`src/sv/socs_pkg.sv`:
```
package socs_pkg;

    localparam int MAX_ENTRIES_DEF = 32;

    localparam logic [31:0] ALWAYS_VISIBLE = 32'h1000_0000;
    localparam logic [5:0]  RESULT_LIMIT   = 6'd32;

    // configuration register indexes
    localparam logic CFG_CAMERA_ZONE = 1'b0;
    localparam logic CFG_ENTRIES     = 1'b1;

    typedef struct packed {
        logic               kind;
        logic [4:0]         entry_index;
        logic signed [23:0] pos_x;
        logic signed [23:0] pos_y;
        logic signed [23:0] pos_z;
        logic [22:0]        sphere_radius;
        logic [31:0]        zone_mask;
        logic [5:0]         max_matches;
    } t_in_word;

    typedef struct packed {
        logic       found;
        logic [4:0] match_index;
        logic [5:0] match_count;
        logic       last;
    } t_out_word;

    typedef struct packed {
        logic signed [23:0] cx;
        logic signed [23:0] cy;
        logic signed [23:0] cz;
        logic [22:0]        rad;
        logic [31:0]        zone;
    } t_entry;

    localparam int ENTRY_BITS = $bits(t_entry);

    // token travelling down the walk pipeline alongside the entry data
    typedef struct packed {
        logic       vld;
        logic       fin;
        logic [4:0] idx;
    } t_tok;

    // query sphere and camera mask held for the duration of a walk
    typedef struct packed {
        logic signed [23:0] qx;
        logic signed [23:0] qy;
        logic signed [23:0] qz;
        logic [22:0]        qr;
        logic [31:0]        cam;
    } t_query;

endpackage

```
`src/sv/socs_ram.sv`:
```
module socs_ram #(
    parameter int DEPTH = socs_pkg::MAX_ENTRIES_DEF,
    parameter int WIDTH = socs_pkg::ENTRY_BITS,
    localparam int AW   = (DEPTH > 1) ? $clog2(DEPTH) : 1
) (
    input  logic             i_clk,
    input  logic             i_we,
    input  logic [AW-1:0]    i_waddr,
    input  logic [WIDTH-1:0] i_wdata,
    input  logic             i_re,
    input  logic [AW-1:0]    i_raddr,
    output logic [WIDTH-1:0] o_rdata
);
    logic [WIDTH-1:0] mem [DEPTH];
    logic [WIDTH-1:0] r_rdata;

    always_ff @(posedge i_clk) begin
        if (i_we) begin
            mem[i_waddr] <= i_wdata;
        end
    end

    // hold read data while the pipeline is stalled
    always_ff @(posedge i_clk) begin
        if (i_re) begin
            r_rdata <= mem[i_raddr];
        end
    end

    assign o_rdata = r_rdata;
endmodule

```
`config.mk`:
```
export PLATFORM = sky130hd
export DESIGN_NAME = socs_ram
export DESIGN_NICKNAME = d
export VERILOG_FILES = /design/src/sv/socs_pkg.sv /design/src/sv/socs_ram.sv
export SDC_FILE = /design/constraint.sdc
export NUM_CORES = 2
export LEC_CHECK = 0
export BUFFER_PORTS_ARGS = -buffer_cell sky130_fd_sc_hd__buf_4
export CORE_MARGIN = 4
export CORE_UTILIZATION = 30
export CTS_BUF_LIST = sky130_fd_sc_hd__clkbuf_16
export DETAILED_ROUTE_END_ITERATION = 12
export MAX_ROUTING_LAYER = met4
export PLACE_DENSITY = 0.53
export SYNTH_ARGS = -nofsm -noshare
export SYNTH_HDL_FRONTEND = slang
export SYNTH_SLANG_ARGS = --single-unit
```
`constraint.sdc`:
```
create_clock -name i_clk -period 6.7 [get_ports i_clk]
set_clock_uncertainty 0.05 [all_clocks]
set_input_delay 0.67 -clock i_clk [delete_from_list [all_inputs] [get_ports i_clk]]
set_output_delay 0.67 -clock i_clk [all_outputs]
set_load 0.02 [all_outputs]
```
Word level (Yosys, flattened, before mapping) --
Memory sizes are Yosys's and may differ from the RTL's. A register that Yosys moved wholly into a read port is not among the register bits. Index checks and enable logic that the tools add are counted.
Word-level totals: bits in registers 0, RAM bits 4064, word-level logic and storage cells 3, memories 1
Memories:
- mem | depth 32, bits a word 127, rd ports 1, clocked after memory_dff 1, wr ports 1, RTL line socs_ram.sv:14 | logic [WIDTH-1:0] mem [DEPTH];
Cells by class: multiplexer cells 2
Operators by type and width (count):
- $mux 1 | 2

Depth between registers and ports, before layout --
depth in word-level cells 2, depth in mapped cells 8, gate-level depth less buffers 4

Worst setup path after synthesis --
No wires, ideal clock.
path type input port to flip-flop, start in i_waddr[1], end mem mem[12][0] in the netlist's numbering, enable pin, setup time 615 ps, arrival time 6610 ps, required time 6035 ps, setup slack -575 ps, cell stages on the path 3, buffers on the path 1, cells stage by stage or3b_2 > clkbuf_1 > nor2_1
RTL lines:
- start, declared | RTL line socs_ram.sv:8 | input logic [AW-1:0] i_waddr,
- end, declared | RTL line socs_ram.sv:14
Straight into the memory's write port.

==> results.md <==
- Initial drt markers: 7370
- Setup TNS: 0 ns
- Hold depth: 1
- WL final: 430300 um
- Worst slew pin tran: 1.284 ns
- Setup ws final: 3.788 ns
- Endpoints failing setup: 0
- Layout Cells excl Fill: 14127
- Clock power share: 41.7%
- Routed Antenna Nets: 0
- Reg2reg setup slack: 4.92 ns
- H-tree levels: 5
- Avg Inst Size Synth: 24.33 um^2
- Hold endpoint: mem[23][70]
- Total number of yosys warnings: 0
- RR Endpoint: o_rdata[4]
- Max-cap violations: 0
- Routability cong.: 0.7331
- Drt pass-1 iters: 5
- Worst slack, placed: 2.820 ns
- Fmax: 343.4 MHz
- IO buf count: 266
- Nature of the critical path startpoint: input pin
- Clk buf depth: 4
- Most frequent cells in the layout: 4191 x edfxtp_1, 952 x mux4_2, 444 x o22ai_1, 417 x clkbuf_16, 385 x buf_4
- Synth top area share: 81.04%
- CTS resizes: 0
- Vias/cell: 5.140
- Hold crit path type: in2reg
- Area Growth Syn to Fin: 15.56%
- Syn_nets: 6524
- Cells on worst reg2reg path: 3
- Cts hold-fix bufs: 0
- Most common cell after layout, fill and taps aside: edfxtp_1
- Final #Nets: 7027
- Fin crit share: 43.46%
- Largest net degree at the start of global routing: 125
- Crit end category: register
- WS Path Type: in2reg
- Post-route DRC: 0
- Switching pwr: 0.01145 W
- Net Sw Frac: 20.97%
- Core Rows: 263
- Layout cells sized above 1: 27.72%
- # Post-CTS Setup Buffers: 0
- Dpl hpwl: 219100 um
- HP Start: i_wdata[70]
- Vias in the first global route: 74437
- Mapped cell area: 155300 um^2
- Max Fanout on Critical Path: 44
- Hold Vio Cnt, Final: 0
- CP Data Required Time: 7.28 ns
- Core Area: 514300 um^2
- Die Wd: 727.5 um
- Fillers: 46984
- Placed cell count: 13363
- Crit Reg-Reg Startpoint: mem[13][4]
- First-pass GRT wire length: 599200 um
- Cells after Synth: 6384
- Vias: 72615
- Post-DR wirelength/cell: 30.46 um
- CTS Root Cell: clkbuf_16
- GRT Total Usage: 16.35%
- I/O pins: 267
- Crit path arrival time: 3.49 ns
- Synth area leaders: edfxtp_1 81%, mux4_2 14%, o22ai_1 1.8%
- Sequential power share: 53.9%
- Vert. Die Dim: 727.5 um
- Outcome: complete, no violations
- Int Power: 0.04314 W
- Clk_lat worst skew: 0.93 ns
- CTS tree: built
- Max Slew Vio Count: 0
- Comb power frac: 4.4%
- LEAKAGE: 54.93 nW
- Yosys top cell by area: edfxtp_1
- Yosys cell types: 25
- Pwr per Cell Area: 304.2 nW/um^2
- Unrepaired setup endpoints after global routing: no
- Die ar.: 529300 um^2
- Initial antenna violation count: 68
- TritonCTS Buffers: 412
- Clock period minus worst slack: 2.912 ns
- Peak supply drop: 232.9 uV
- Register area share after synthesis: 81.04%
- Slew HR: 14.32%
- Flops & latches, synth: 4191
- GRT overflow: 0
- CTS Sinks: 4191
- Clk slew on worst S/H paths: 0.06 ns
- Initial cell density of the core: 30.20%
## per-layer routing
layer	vias up	wire length, um	global-route usage [%]
met5	-	0	-
met4	0	10210	3.623
met3	616	23640	2.215
met2	2514	219500	27.51
met1	40498	177000	21.19
li1	28987	-	-
## cell type report
class / count / area, um^2 / area share (%)
Antenna cell: 23 / 57.56 / 0.03207
Clock buffer: 417 / 10440 / 5.814
Multi-Input combinational cell: 1843 / 27800 / 15.49
Clock inverter: 324 / 2730 / 1.521
Sequential cell: 4191 / 125900 / 70.13
Tap cell: 6890 / 8621 / 4.804
Timing Repair Buffer: 439 / 3969 / 2.211
## worst max path at each step
stage | depth (start not counted) | end | start | slack, ns
floorplan | 3 | mem[12][0] | i_waddr[1] | -0.58
global placement | 7 | o_rdata[4] | i_raddr[4] | 2.76
detailed placement | 7 | o_rdata[4] | i_raddr[4] | 2.82
CTS | 7 | o_rdata[4] | i_raddr[4] | 3.85
global route | 5 | o_rdata[13] | i_raddr[3] | 3.76
finish | 5 | o_rdata[12] | i_raddr[3] | 3.79
## synth_stat cells (all sizes together)
| master | n |
|---|---|
| nand3 | 35 |
| nand2b | 1 |
| nand3b | 6 |
| nor3b | 1 |
| nor2 | 36 |
| mux4 | 952 |
| or3b | 4 |
| or2 | 1 |
| a22oi | 96 |
| o22ai | 444 |
| nand2 | 4 |
| nand4 | 16 |
| mux2i | 128 |
| or3 | 2 |
| and2 | 1 |
| buf | 231 |
| nor4 | 111 |
| clkbuf | 119 |
| and3 | 1 |
| nor2b | 3 |
| and3b | 1 |
| edfxtp | 4191 |
## registers in the layout, summed over array words and instances (netlist names)
name	cells
mem	4064
o_rdata	127
## worst max-delay path: stages
cell and delay [ns]:
buf_4 0.22, or3b_4 0.94, buf_4 0.84, o22ai_1 0.27
nor4_1 0.47
## power by group through the flow
| stage | combinational (W) | clock [W] | sequential, W |
|---|---|---|---|
| after floorplan | 0.00128 | 0 | 0.0300 |
| final | 0.00240 | 0.0227 | 0.0294 |
| after CTS | 0.00247 | 0.0232 | 0.0295 |
| after global placement | 0.00242 | 0 | 0.0300 |
| after detailed placement | 0.00246 | 0 | 0.0300 |
| after global routing | 0.00258 | 0.0244 | 0.0295 |
## metrics by stage
stage / utilization (%) / hold slack [ns] / total power, W / instance area (um^2)
floorplan: - / 0.6737 / 0.03130 / 155300
global placement: 32.32 / 0.7194 / 0.03244 / 166200
detailed placement: 32.32 / 0.7298 / 0.03250 / 166200
CTS: 34.88 / 0.006263 / 0.05518 / 179400
global route: 34.89 / 0.04449 / 0.05644 / 179500
finish: 34.89 / 0.08956 / 0.05459 / 179500
## logic make-up (layout without fill, tap and decap cells)
| family | Yosys count | after routing | share of synthesized area, % |
|---|---|---|---|
| and+or+nand+nor | 223 | 223 | 0.8194 |
| DFF | 4191 | 4191 | 81.04 |
| other | 0 | 23 | 0 |
| muxes | 1080 | 1080 | 14.63 |
| AOI/OAI and AO/OA | 540 | 540 | 2.253 |
| buffers and inverters | 350 | 1180 | 1.262 |
Note: power is estimated with default switching activity, not from simulation.
